[src/rtl/ssmp_pkg.sv]
// ============================================================================
// ssmp_pkg - shared types and constants of the servo motion profile
// Holds the angle limit, register indexes and controller command struct.
// ============================================================================
`default_nettype none
package ssmp_pkg;

  localparam int AngleW = 15;
  localparam int PulseW = 12;
  localparam int AngleLimit = 11520;
  localparam int UsPerMs = 1000;

  // configuration register indexes
  localparam logic [1:0] RegHome    = 2'd0;
  localparam logic [1:0] RegMin     = 2'd1;
  localparam logic [1:0] RegNeutral = 2'd2;
  localparam logic [1:0] RegMax     = 2'd3;

  // datapath operations, one per controller state
  typedef enum logic [3:0] {
    OpNone  = 4'd0,
    OpLoad  = 4'd1,
    OpDiv   = 4'd2,
    OpU2    = 4'd3,
    OpU3    = 4'd4,
    OpSix   = 4'd5,
    OpPoly  = 4'd6,
    OpBlend = 4'd7,
    OpStep  = 4'd8,
    OpPulA  = 4'd9,
    OpPulB  = 4'd10,
    OpPulQ  = 4'd11,
    OpOut   = 4'd12
  } op_e;

  typedef struct packed {
    op_e  op;
  } cmd_t;

  typedef struct packed {
    logic tick_move;  // tick while moving that has not reached the goal
    logic div_done;
  } sts_t;

endpackage
`default_nettype wire

[src/rtl/ssmp_ctrl.sv]
// ============================================================================
// ssmp_ctrl - sequencer of the servo motion profile
// Steps the datapath through divide, shaping, blend and pulse mapping.
// ============================================================================
`default_nettype none
module ssmp_ctrl
  import ssmp_pkg::*;
(
  input  wire  clk_i,
  input  wire  rst_ni,
  input  wire  in_valid_i,
  output logic in_ready_o,
  output logic out_valid_o,
  input  wire  out_ready_i,
  input  sts_t sts_i,
  output cmd_t cmd_o
);

  typedef enum logic [12:0] {
    StIdle  = 13'b0000000000001,
    StLoad  = 13'b0000000000010,
    StDiv   = 13'b0000000000100,
    StU2    = 13'b0000000001000,
    StU3    = 13'b0000000010000,
    StSix   = 13'b0000000100000,
    StPoly  = 13'b0000001000000,
    StBlend = 13'b0000010000000,
    StStep  = 13'b0000100000000,
    StPulA  = 13'b0001000000000,
    StPulB  = 13'b0010000000000,
    StPulQ  = 13'b0100000000000,
    StOut   = 13'b1000000000000
  } state_e;

  state_e state_q, state_d;

  assign in_ready_o  = (state_q == StIdle);
  assign out_valid_o = (state_q == StOut);

  // advance the sequence
  always_comb begin
    state_d = state_q;
    cmd_o.op = OpNone;
    case (state_q)
      StIdle: begin
        if (in_valid_i) begin
          state_d = StLoad;
          cmd_o.op = OpLoad;
        end
      end
      StLoad: begin
        if (sts_i.tick_move) begin
          state_d = StDiv;
        end else begin
          state_d = StPulA;
        end
      end
      StDiv: begin
        cmd_o.op = OpDiv;
        if (sts_i.div_done) state_d = StU2;
      end
      StU2: begin
        cmd_o.op = OpU2;
        state_d = StU3;
      end
      StU3: begin
        cmd_o.op = OpU3;
        state_d = StSix;
      end
      StSix: begin
        cmd_o.op = OpSix;
        state_d = StPoly;
      end
      StPoly: begin
        cmd_o.op = OpPoly;
        state_d = StBlend;
      end
      StBlend: begin
        cmd_o.op = OpBlend;
        state_d = StStep;
      end
      StStep: begin
        cmd_o.op = OpStep;
        state_d = StPulA;
      end
      StPulA: begin
        cmd_o.op = OpPulA;
        state_d = StPulB;
      end
      StPulB: begin
        cmd_o.op = OpPulB;
        state_d = StPulQ;
      end
      StPulQ: begin
        cmd_o.op = OpPulQ;
        state_d = StOut;
      end
      StOut: begin
        cmd_o.op = OpOut;
        if (out_ready_i) state_d = StIdle;
      end
      default: state_d = StIdle;
    endcase
  end

  always_ff @(posedge clk_i or negedge rst_ni) begin
    if (!rst_ni) begin
      state_q <= StIdle;
    end else begin
      state_q <= state_d;
    end
  end

endmodule
`default_nettype wire

[config.mk]
export PLATFORM = sky130hd
export DESIGN_NAME = ssmp_ctrl
export DESIGN_NICKNAME = d
export VERILOG_FILES = /design/src/rtl/ssmp_pkg.sv /design/src/rtl/ssmp_ctrl.sv
export SDC_FILE = /design/constraint.sdc
export NUM_CORES = 1
export LEC_CHECK = 0
export ABC_CLOCK_PERIOD_IN_PS = 2100
export BUFFER_PORTS_ARGS = -buffer_cell sky130_fd_sc_hd__buf_2
export CORE_MARGIN = 2
export CORE_UTILIZATION = 43
export CTS_CLUSTER_DIAMETER = 120
export DETAILED_ROUTE_END_ITERATION = 10
export SLEW_MARGIN = 5
export SYNTH_ARGS = -nofsm -noshare
export SYNTH_HDL_FRONTEND = slang
export SYNTH_SLANG_ARGS = --single-unit
[constraint.sdc]
create_clock -name clk_i -period 2.1 [get_ports clk_i]
set_clock_uncertainty 0.1 [all_clocks]
set_input_delay 0.315 -clock clk_i [delete_from_list [all_inputs] [get_ports clk_i]]
set_output_delay 0.315 -clock clk_i [all_outputs]
set_load 0.005 [all_outputs]
-- Word level (Yosys, flattened, before mapping)
Cells that the tools add are included.
- register bits after elaboration: 13
- output and inout port bits: 6
- eq/ne operators: 16
- multiplexer cells: 7
- reduce and logical (&&, ||, !) cells: 1
- operators by type and width (kind ; count):
    13-bit one-hot mux with 13 select lines ; 1
    4-bit one-hot mux with 12 select lines ; 1
    13-bit 2-to-1 mux ; 3
    13-bit by 1-bit equality test with 1-bit output, second input constant ; 1
    13-bit by 10-bit equality test with 1-bit output, second input constant ; 1
    13-bit by 11-bit equality test with 1-bit output, second input constant ; 1
    13-bit by 12-bit equality test with 1-bit output, second input constant ; 1
    13-bit equality test, second input constant ; 1
    13-bit by 2-bit equality test with 1-bit output, second input constant ; 1
    13-bit by 3-bit equality test with 1-bit output, second input constant ; 1
    13-bit by 4-bit equality test with 1-bit output, second input constant ; 1
    13-bit by 5-bit equality test with 1-bit output, second input constant ; 1
    13-bit by 6-bit equality test with 1-bit output, second input constant ; 1
    13-bit by 7-bit equality test with 1-bit output, second input constant ; 1
    13-bit by 8-bit equality test with 1-bit output, second input constant ; 1
    13-bit by 9-bit equality test with 1-bit output, second input constant ; 1
    10-bit 2-to-1 mux ; 1
    2-bit != test, second input constant ; 2
    3-bit AND reduction ; 1
    2-bit by 1-bit != test with 1-bit output, second input constant ; 1
    1-bit 2-to-1 mux ; 1

-- Depth between registers and ports, before layout
Gate-level depths: netlist (run 1).
- word-level depth: 3
- gate-level depth with buffers: 6
- gate-level depth less buffers: 5

-- Worst setup path before layout (run 1)
OpenSTA, ideal clock, no wires.
- kind: register to output
- start point: register state_q[4]
- end point: output cmd_o[1] (netlist bit)
- data arrival time: 1566 ps
- data required time: 1685 ps
- path slack: 119 ps
- cell stages (with the launch flop): 6
- path buffers: 1
- cells stage by stage: dfrtp_1 -> buf_6 -> nor4_4 -> nand3b_4 -> or3_4 -> o21ai_0
- RTL lines (item ; line ; text):
    start, declared ; ssmp_ctrl.sv:35 ; state_e state_q, state_d;
    start signal, assigned ; ssmp_ctrl.sv:108 ; state_q <= StIdle;
    start signal, assigned ; ssmp_ctrl.sv:110 ; state_q <= state_d;
    end, declared ; ssmp_ctrl.sv:16 ; output cmd_t cmd_o

==> results.md, run 1 <==
- Reg with most FFs: state_q
- Pleak: 0.000604 uW
- WL/cell: 16.2 um
- Pins Over Slew Limit: 0
- Final instance area: 1290 um^2
- Critical path launch point: state_q[6]
- Via/cell ratio: 5.60
- CP max FO: 4
- Clock power share: 12.7%
- Clock buffer depth: 2
- Reg power frac: 25.5%
- Post-synth top flop: dfrtp_1
- Syn_nets: 105
- Die height: 50.5 um
- Worst min-delay path class: in2reg
- Fin. Hold Viols: 0
- H-tree Lvls: 1
- CTS sink cnt: 13
- Pin count of the biggest net entering global routing: 14
- Core Box Area: 2000 um^2
- Final hold slack: 0.156 ns
- Remaining Overflow, GRT: 0
- Hold Crit Start: in_valid_i
- Final HPWL DP: 1640 um
- Slew at the pin with the worst max-slew slack: 0.414 ns
- TritonCTS buffer count: 3
- 1st-pass router iterations: 4
- Worst-path clk slew: 0.10 ns
- Final setup violation count: 6
- # fillers: 172
- Ys Warns: 0
- Max cap viols: 0
- Area Overhead vs Synth: 38.8%
- Failing checks: negative setup slack
- Dpl cell area: 1070 um^2
- Clock Root Buffer: clkbuf_4
- Max_slew headroom: 72.2%
- P_sw: 529 uW
- Routability cong.: 0.845
- Top Ports: 12
- Switch share: 39.5%
- Largest registers in the final layout: state_q: 13 flops
- Sequential area share after synthesis: 35.1%
- Final min period: 2.23 ns
- PwrDens: 1040 nW/um^2
- RSZ-0062 raised after global routing: true
- Clock Latency Late Sink: 0.29 ns
- Nets: 141
- Antenna violations before repair: 0
- Crit share post-route: 106%
- EDFF count, synth: 0
- Drt total wl: 2610 um
- CP endpoint kind: primary output
- Critical Path RT: 1.68 ns
- Internal power: 809 uW
- DRC: 0
- CTS tree: built
- Status: complete, but fails checks
- Vias: 901
- Die Footprint: 2550 um^2
- Port bufs: 11
- Antenna Nets Post-Route: 0
- Worst r2r src: state_q[6]
- Chip Width: 50.5 um
- Worst Setup Start Kind: flip-flop
- Cell count after synthesis: 99
- Asr flop ratio synth: 100%
- Setup ws final: -0.133 ns
- Comb pwr share: 61.7%
- Setup CP Type: reg2out
- Synth unique cells: 41
- WP data arrival: 1.82 ns
- Drt initial violations: 17
- FF+latch count, synth: 13
- All-Layer GR Usage: 23.4%
- Max reg flops: 13
- Initial core utilization: 46.5%
- Rows: 16
- Global-route wire length before repair: 4380 um
- Vias in the first global route: 877
- Synth Cell Area: 931 um^2
- Peak supply drop: 0.683 mV
- F_max: 0.448 GHz
- Share of layout cells above drive strength 1: 47.0%
- Avg Inst Size Synth: 9.40 um^2
- # diodes: 0
cells in the final DEF, fill, tap and decap left out, types with 2 or more instances in the layout:
cell and instances:
buf_4 25, buf_2 11, nor2_1 10, dfrtp_1 9
nor3_1 5, nor4_4 4, inv_1 4, nand2_1 4
a21oi_1 4, o21ai_0 4, xnor2_1 3, nand2b_1 3
nor3b_1 3, clkbuf_4 3, dfrtp_2 3, nand3b_1 2
a2bb2oi_1 2, xor2_1 2, o41ai_2 2, or2_2 2
nand3_1 2, nor4_1 2
through the flow:
stage / TNS (ns) / setup slack (ns) / std cells / power (uW) / util (%)
detailed placement: 0 / 0.0790 / 142 / 965 / 53.7
global placement: 0 / 0.0635 / 142 / 962 / 53.7
CTS: -0.441 / -0.0968 / 155 / 1250 / 61.0
finish: -0.550 / -0.133 / 161 / 1340 / 64.6
floorplan: 0 / 0.119 / 99 / 748 / -
global route: -1.02 / -0.214 / 161 / 1430 / 64.6
Yosys cell counts (2+ instances only):
master / count / area, um^2
xor2_1: 2 / 17.5
inv_1: 4 / 15.0
nor3_1: 5 / 25.0
nor2b_1: 2 / 12.5
nor2_1: 10 / 37.5
a2bb2oi_1: 2 / 17.5
xnor2_1: 3 / 26.3
nand2b_1: 3 / 18.8
o41ai_1: 2 / 17.5
nand3b_1: 2 / 15.0
nand3_1: 3 / 15.0
or2_2: 2 / 12.5
nor3b_1: 3 / 22.5
clkbuf_1: 3 / 11.3
nor4_1: 2 / 12.5
buf_1: 2 / 7.51
nor4_4: 3 / 63.8
a21oi_1: 4 / 20.0
o21ai_0: 6 / 30.0
nand2_1: 4 / 15.0
dfrtp_1: 12 / 300
final timing paths:
path                                to  slack [ns]  depth (start not counted)
max in group asynchronous   state_q[0]        1.28                          2
hold reg to reg            state_q[11]        0.54                          1
setup / recovery              cmd_o[3]       -0.13                          5
hold / removal              state_q[1]        0.16                          2
min in group asynchronous   state_q[7]        0.33                          2
setup reg to reg            state_q[0]        0.10                          6
power groups by stage:
stage | clock network, uW | registers (uW) | logic (uW)
2_1_floorplan | 0 | 316 | 432
3_3_place_gp | 0 | 348 | 613
3_5_place_dp | 0 | 351 | 614
4_1_cts | 168 | 347 | 734
5_1_grt | 191 | 349 | 890
6_report | 170 | 342 | 826
critical path, stage by stage (launching register included):
cell	delay, ns
dfrtp_2	0.45
nor4_4	0.35
buf_4	0.20
nand4_1	0.23
o21ai_1	0.16
buf_2	0.13
final cells by class:
type | count | area, um^2 | area share [%]
Multi-Input combinational cell | 75 | 623 | 48.2
Tap cell | 27 | 33.8 | 2.61
Timing Repair Buffer | 38 | 264 | 20.4
Clock buffer | 4 | 26.3 | 2.03
Inverter | 4 | 15.0 | 1.16
Sequential cell | 13 | 330 | 25.6
per-layer routing:
metal  wire, um  global-route usage [%]
met2       1230                    37.1
met5          0                       0
met3        114                    4.46
met1       1190                    30.3
met4         72                    12.2
logic make-up (layout without fill, tap and decap cells):
family | Yosys count | count (layout) | share of synthesized area, %
simple gates | 48 | 48 | 37.8
compound gates | 21 | 21 | 16.0
flops | 13 | 13 | 35.1
buf+inv | 11 | 46 | 5.38
xor+xnor | 5 | 5 | 4.71
mux | 1 | 1 | 1.08
repair_timing:
action                     in CTS  in global routing
resized for setup              12                  5
pin swaps                       4                  6
setup buffers                   8                  6
setup endpoints to repair       6                  7
hold buffers                    1                  0
hold endpoints to repair       12                  0
No activity file was read; power rests on OpenSTA's default activity.
==> run 2: changes to the inputs <==
--- a/config.mk
+++ b/config.mk
@@ -5,11 +5,10 @@
 export SDC_FILE = /design/constraint.sdc
 export NUM_CORES = 1
 export LEC_CHECK = 0
-export ABC_CLOCK_PERIOD_IN_PS = 2100
+export ABC_CLOCK_PERIOD_IN_PS = 2000
 export BUFFER_PORTS_ARGS = -buffer_cell sky130_fd_sc_hd__buf_2
 export CORE_MARGIN = 2
 export CORE_UTILIZATION = 43
-export CTS_CLUSTER_DIAMETER = 120
 export DETAILED_ROUTE_END_ITERATION = 10
 export SLEW_MARGIN = 5
 export SYNTH_ARGS = -nofsm -noshare
==> constraint.sdc (replaced) <==
create_clock -name clk_i -period 2 [get_ports clk_i]
set_clock_uncertainty 0.1 [all_clocks]
set_input_delay 0.3 -clock clk_i [delete_from_list [all_inputs] [get_ports clk_i]]
set_output_delay 0.3 -clock clk_i [all_outputs]
set_load 0.005 [all_outputs]
==> run 2 against run 1 <==
The flow still finishes with violations (negative setup slack). Wire length decreased by 12%. Critical path depth unchanged. Setup slack got worse by 0.057 ns. Die area unchanged. Non-clock buffer count decreased by 5. Highest routed layer unchanged.
==> results.md, run 2 (synthesis gave the netlist of run 1 again) <==
- Top Ports: 12 (unchanged)
- Pins Over Slew Limit: 0 (unchanged)
- H-tree Lvls: 1 (unchanged)
- Share of layout cells above drive strength 1: 41.9% (was 47.0%)
- Via/cell ratio: 5.49 (was 5.60)
- Final instance area: 1230 um^2 (was 1290 um^2)
- Antenna Nets Post-Route: 0 (unchanged)
- CTS sink cnt: 13 (unchanged)
- Commonest non-fill, non-tap cell in the layout: buf_4 (unchanged)
- Antenna violations before repair: 0 (unchanged)
- Placed insts: 145 (was 142)
- Max cap viols: 0 (unchanged)
- TNS Setup: -0.864 ns (was -0.550 ns)
- CTS tree: built (unchanged)
- R2R cell count: 6 (unchanged)
- Rows: 16 (unchanged)
- WL/cell: 14.7 um (was 16.2 um)
- Reg with most FFs: state_q (unchanged)
- Routability cong.: 0.867 (was 0.845)
- # diodes: 0 (unchanged)
- Nets: 136 (was 141)
- Clock Latency Late Sink: 0.29 ns (about the same)
- Final HPWL DP: 1630 um (was 1640 um)
- 1st-pass router iterations: 4 (unchanged)
- Clock Root Buffer: clkbuf_4 (unchanged)
- PwrDens: 1040 nW/um^2 (about the same)
- Clock buffer depth: 2 (unchanged)
- Max reg flops: 13 (unchanged)
- Vias in the first global route: 814 (was 877)
- Max_slew headroom: 76.9% (was 72.2%)
- F_max: 0.457 GHz
- Port bufs: 11 (unchanged)
- Pleak: 0.000566 uW (was 0.000604 uW)
- Peak supply drop: 0.666 mV (was 0.683 mV)
- Crit-path slowest cell: dfrtp_1 (was dfrtp_2)
- Worst Setup Start Kind: flip-flop (unchanged)
- Worst min-delay path class: in2reg (unchanged)
- CP max stage delay: 0.42 ns (was 0.45 ns)
- Drt total wl: 2290 um (was 2610 um)
- Fin. Hold Viols: 0 (unchanged)
- TritonCTS buffer count: 3 (unchanged)
- Failing checks: negative setup slack (unchanged)
- Die Footprint: 2550 um^2 (unchanged)
- Pin count of the biggest net entering global routing: 14 (unchanged)
- Hold Crit Depth: 2 (unchanged)
- All-Layer GR Usage: 20.1% (was 23.4%)
- Buf/Inv on CP: 2 (unchanged)
- Drt initial violations: 14 (was 17)
- Crit path cell chain: nor4_4 > buf_4 > nand2_2 > o41ai_2 > buf_2 (was nor4_4 > buf_4 > nand4_1 > o21ai_1 > buf_2)
- RR Endpoint: state_q[0] (unchanged)
- Core Box Area: 2000 um^2 (unchanged)
- Vias: 856 (was 901)
- CP max FO: 6 (was 4)
- Worst r2r src: state_q[4] (was state_q[6])
- Status: complete, but fails checks (unchanged)
- Crit share post-route: 109%
- Slew at the pin with the worst max-slew slack: 0.343 ns (was 0.414 ns)
- DRC: 0 (unchanged)
- Layout Cells excl Fill: 156 (was 161)
- Remaining Overflow, GRT: 0 (unchanged)
- Area Overhead vs Synth: 32.0% (was 38.8%)
- Final min period: 2.19 ns
- RSZ-0062 raised after global routing: true (unchanged)
- Most frequent cells in the layout: buf_4, buf_2, dfrtp_1, nor2_1, nor3_1 (was buf_4, buf_2, nor2_1, dfrtp_1, nor3_1)
- Setup ws final: -0.190 ns (was -0.133 ns)
- Reg2Reg Setup Slack: 0.05 ns (was 0.10 ns)
- Setup CP Type: reg2out (unchanged)
- Critical Path RT: 1.60 ns (was 1.68 ns)
- Global-route wire length before repair: 3820 um (was 4380 um)
- Dpl cell area: 1100 um^2 (was 1070 um^2)
- Initial core utilization: 46.5% (unchanged)
- Hold Crit Start: in_valid_i (unchanged)
- Die height: 50.5 um (unchanged)
- Largest registers in the final layout: state_q: 13 flops (unchanged)
- Final setup violation count: 6 (unchanged)
- Pwr Total: 1280 uW (was 1340 uW)
- CP endpoint kind: primary output (unchanged)
- # fillers: 177 (was 172)
- Pre-CTS setup slack: -0.00935 ns (was 0.0790 ns)
- Chip Width: 50.5 um (unchanged)
- WP data arrival: 1.79 ns (was 1.82 ns)
- Worst-path clk slew: 0.10 ns (about the same)
- Hold EP: state_q[1] (unchanged)
- CP top delay family: simple AND/OR/NAND/NOR gates (unchanged)
run 2: layer usage:
metal / track usage (%) / share of wire (%)
met1: 27.7 / 48
met2: 31.4 / 48
met4: 7.21 / 1.0
met3: 3.57 / 3.0
met5: 0 / 0
run 2: metrics by stage:
stage	util [%]	hold WS, ns
floorplan	-	-0.0956
global placement	54.8	0.107
detailed placement	54.8	0.111
CTS	59.9	0.122
global route	61.4	0.148
finish	61.4	0.141
run 2: cell type report:
class	count	area (um^2)	area share, %
Tap cell	27	33.8	2.75
Inverter	4	15.0	1.22
Timing Repair Buffer	33	223	18.1
Multi-Input combinational cell	75	603	49.1
Sequential cell	13	328	26.7
Clock buffer	4	26.3	2.14
run 2: timing repair:
action | in CTS | in global routing
gates resized for setup | 8 | 4
setup buffers | 5 | 1
pin swaps | 2 | 2
endpoints found under the hold margin | 12 | 0
setup endpoints to repair | 6 | 7
hold buffers | 1 | 0
run 2: worst max-delay path by stage:
stage,start,to,slack (ns),depth (start not counted)
final,state_q[3],cmd_o[0],-0.19,5
after global routing,state_q[9],cmd_o[0],-0.31,5
after CTS,state_q[9],cmd_o[0],-0.20,5
after detailed placement,state_q[9],cmd_o[0],-0.009,5
after global placement,state_q[9],cmd_o[0],0.06,5
after floorplan,state_q[4],cmd_o[1],0.03,5
run 2: power breakdown:
group	switching (uW)	internal [uW]	leakage (uW)
Sequential	37.1	304	0.000175
Combinational	373	388	0.000376
Clock	100	77.5	0.0000150
Total	510	770	0.000566
==> run 3: changes to the inputs <==
==> constraint.sdc (replaced) <==
create_clock -name clk_i -period 2 [get_ports clk_i]
set_clock_uncertainty 0.1 [all_clocks]
set_input_delay 0.2 -clock clk_i [delete_from_list [all_inputs] [get_ports clk_i]]
set_output_delay 0.2 -clock clk_i [all_outputs]
set_load 0.005 [all_outputs]
==> run 3 against run 2 <==
Fmax rose by 4.7%. Die area is the same. Highest routed layer unchanged. Register-to-register slack about the same. First-iteration DRC count unchanged. The flow still finishes with violations (negative setup slack). Hold slack lost 0.12 ns. Setup slack better by 0.099 ns. Utilization rose by 2.3 points. Global-route usage up 0.52 points. Critical endpoint is now cmd_o[1]. Wire length rose by 8.9%. Via count is 4.9% higher. Final cell count up 2.6%.
==> results.md, run 3 (synthesis gave the netlist of run 1 again) <==
- Status: complete, but fails checks (unchanged)
- Failing checks: negative setup slack (unchanged)
- Remaining Overflow, GRT: 0 (unchanged)
- Crit-path slowest cell: dfrtp_2 (was dfrtp_1)
- Peak supply drop: 0.767 mV (was 0.666 mV)
- Buf/Inv on CP: 1 (was 2)
- Nets: 140 (was 136)
- # fillers: 171 (was 177)
- Top Ports: 12 (unchanged)
- Core Box Area: 2000 um^2 (unchanged)
- Max_slew headroom: 71.2% (was 76.9%)
- H-tree Lvls: 1 (unchanged)
- Worst-path clk slew: 0.08 ns (was 0.10 ns)
- Vias in the first global route: 868 (was 814)
- CP max FO: 4 (was 6)
- DRC: 0 (unchanged)
- Layout Cells excl Fill: 160 (was 156)
- Vias: 898 (was 856)
- Clock Latency Late Sink: 0.28 ns (was 0.29 ns)
- Max reg flops: 13 (unchanged)
- Max cap viols: 0 (unchanged)
- CTS sink cnt: 13 (unchanged)
- Share of layout cells above drive strength 1: 45.9% (was 41.9%)
- Drt initial violations: 14 (unchanged)
- CP top delay family: simple AND/OR/NAND/NOR gates (unchanged)
- Pre-CTS setup slack: 0.127 ns (was -0.00935 ns)
- Most frequent cells in the layout: buf_4, buf_2, dfrtp_1, nor2_1, nor3_1 (unchanged)
- # diodes: 0 (unchanged)
- Setup ws final: -0.0913 ns (was -0.190 ns)
- Worst r2r src: state_q[10] (was state_q[4])
- Slew at the pin with the worst max-slew slack: 0.428 ns (was 0.343 ns)
- Clock Root Buffer: clkbuf_4 (unchanged)
- All-Layer GR Usage: 20.6% (was 20.1%)
- Die height: 50.5 um (unchanged)
- Crit path cell chain: nor4_4 > nand3b_4 > or3_4 > o21ai_2 > buf_2 (was nor4_4 > buf_4 > nand2_2 > o41ai_2 > buf_2)
- Antenna violations before repair: 0 (unchanged)
- Rows: 16 (unchanged)
- Hold Crit Start: out_ready_i (was in_valid_i)
- Final HPWL DP: 1700 um (was 1630 um)
- CTS tree: built (unchanged)
- RSZ-0062 raised after global routing: true (unchanged)
- Antenna Nets Post-Route: 0 (unchanged)
- Die Footprint: 2550 um^2 (unchanged)
- Largest registers in the final layout: state_q: 13 flops (unchanged)
- Critical Path RT: 1.70 ns (was 1.60 ns)
- 1st-pass router iterations: 4 (unchanged)
- Crit share post-route: 105% (was 109%)
- Final hold slack: 0.0185 ns (was 0.141 ns)
- Via/cell ratio: 5.61 (was 5.49)
- Cell count along the critical path: 5 (unchanged)
- TNS Setup: -0.221 ns (was -0.864 ns)
- WL/cell: 15.6 um (was 14.7 um)
- CP max stage delay: 0.45 ns (was 0.42 ns)
- Setup CP Type: reg2out (unchanged)
- Area Overhead vs Synth: 37.0% (was 32.0%)
- Chip Width: 50.5 um (unchanged)
- Drt total wl: 2490 um (was 2290 um)
- Pleak: 0.000595 uW (was 0.000566 uW)
- Placed insts: 143 (was 145)
- TritonCTS buffer count: 3 (unchanged)
- PwrDens: 1050 nW/um^2 (was 1040 nW/um^2)
- Commonest non-fill, non-tap cell in the layout: buf_4 (unchanged)
- Clock buffer depth: 2 (unchanged)
- Global-route wire length before repair: 3840 um (was 3820 um)
- CP endpoint kind: primary output (unchanged)
- Hold Crit Depth: 2 (unchanged)
- WP data arrival: 1.79 ns (about the same)
- Routability cong.: 0.859 (was 0.867)
- Pins Over Slew Limit: 0 (unchanged)
- Critical path launch point: state_q[6] (was state_q[3])
- R2R cell count: 7 (was 6)
- Final setup violation count: 5 (was 6)
- Worst Setup Start Kind: flip-flop (unchanged)
- Worst min-delay path class: in2reg (unchanged)
- Initial core utilization: 46.5% (unchanged)
- Reg with most FFs: state_q (unchanged)
- Pin count of the biggest net entering global routing: 14 (unchanged)
- F_max: 0.478 GHz (was 0.457 GHz)
- Final min period: 2.09 ns (was 2.19 ns)
- Fin. Hold Viols: 0 (unchanged)
- Port bufs: 11 (unchanged)
-- run 3: repair_timing --
item / CTS / global route
pin swaps: 4 / 4
gates resized for setup: 10 / 10
endpoints found under the hold margin: 13 / 0
buffers inserted: 6 / 6
endpoints found under the setup margin: 6 / 7
hold buffers: 1 / 0
-- run 3: metrics by stage --
stage | cell area [um^2] | total power [uW] | util (%)
finish | 1270 | 1340 | 63.7
floorplan | 931 | 785 | -
CTS | 1200 | 1240 | 60.1
detailed placement | 1080 | 999 | 54.1
global placement | 1080 | 999 | 54.1
global route | 1270 | 1450 | 63.7
-- run 3: final timing paths --
kind                                    end  slack, ns
worst max-delay path               cmd_o[1]      -0.09
max in group asynchronous        state_q[0]       1.28
worst min register to register   state_q[5]       0.54
min in group asynchronous        state_q[2]       0.23
worst max register to register   state_q[0]       0.05
worst min-delay path            state_q[12]       0.02
-- run 3: power breakdown --
| part | internal, uW | switching [uW] | leakage (uW) |
|---|---|---|---|
| combinational | 428 | 393 | 0.000407 |
| sequential | 305 | 49.3 | 0.000174 |
| clock | 77.5 | 91.5 | 0.0000150 |
-- run 3: metal layers --
layer  vias to the layer above  track usage (%)  routed length, um  part of all wire (%)
met1                       427             24.8               1090                    44
met4                         0             12.2                113                   4.5
met5                         -                0                  0                     0
met3                        12             2.38                 87                   3.5
met2                        25             35.1               1200                    48
li1                        434                -                  -                     -
-- run 3: cell type report --
type                       count  area (um^2)  area share (%)
timing repair buffer          37          262            20.5
multi-input combinational     75          609            47.8
clock buffer                   4         26.3            2.06
sequential                    13          329            25.8
tap                           27         33.8            2.65
inverter                       4         15.0            1.18
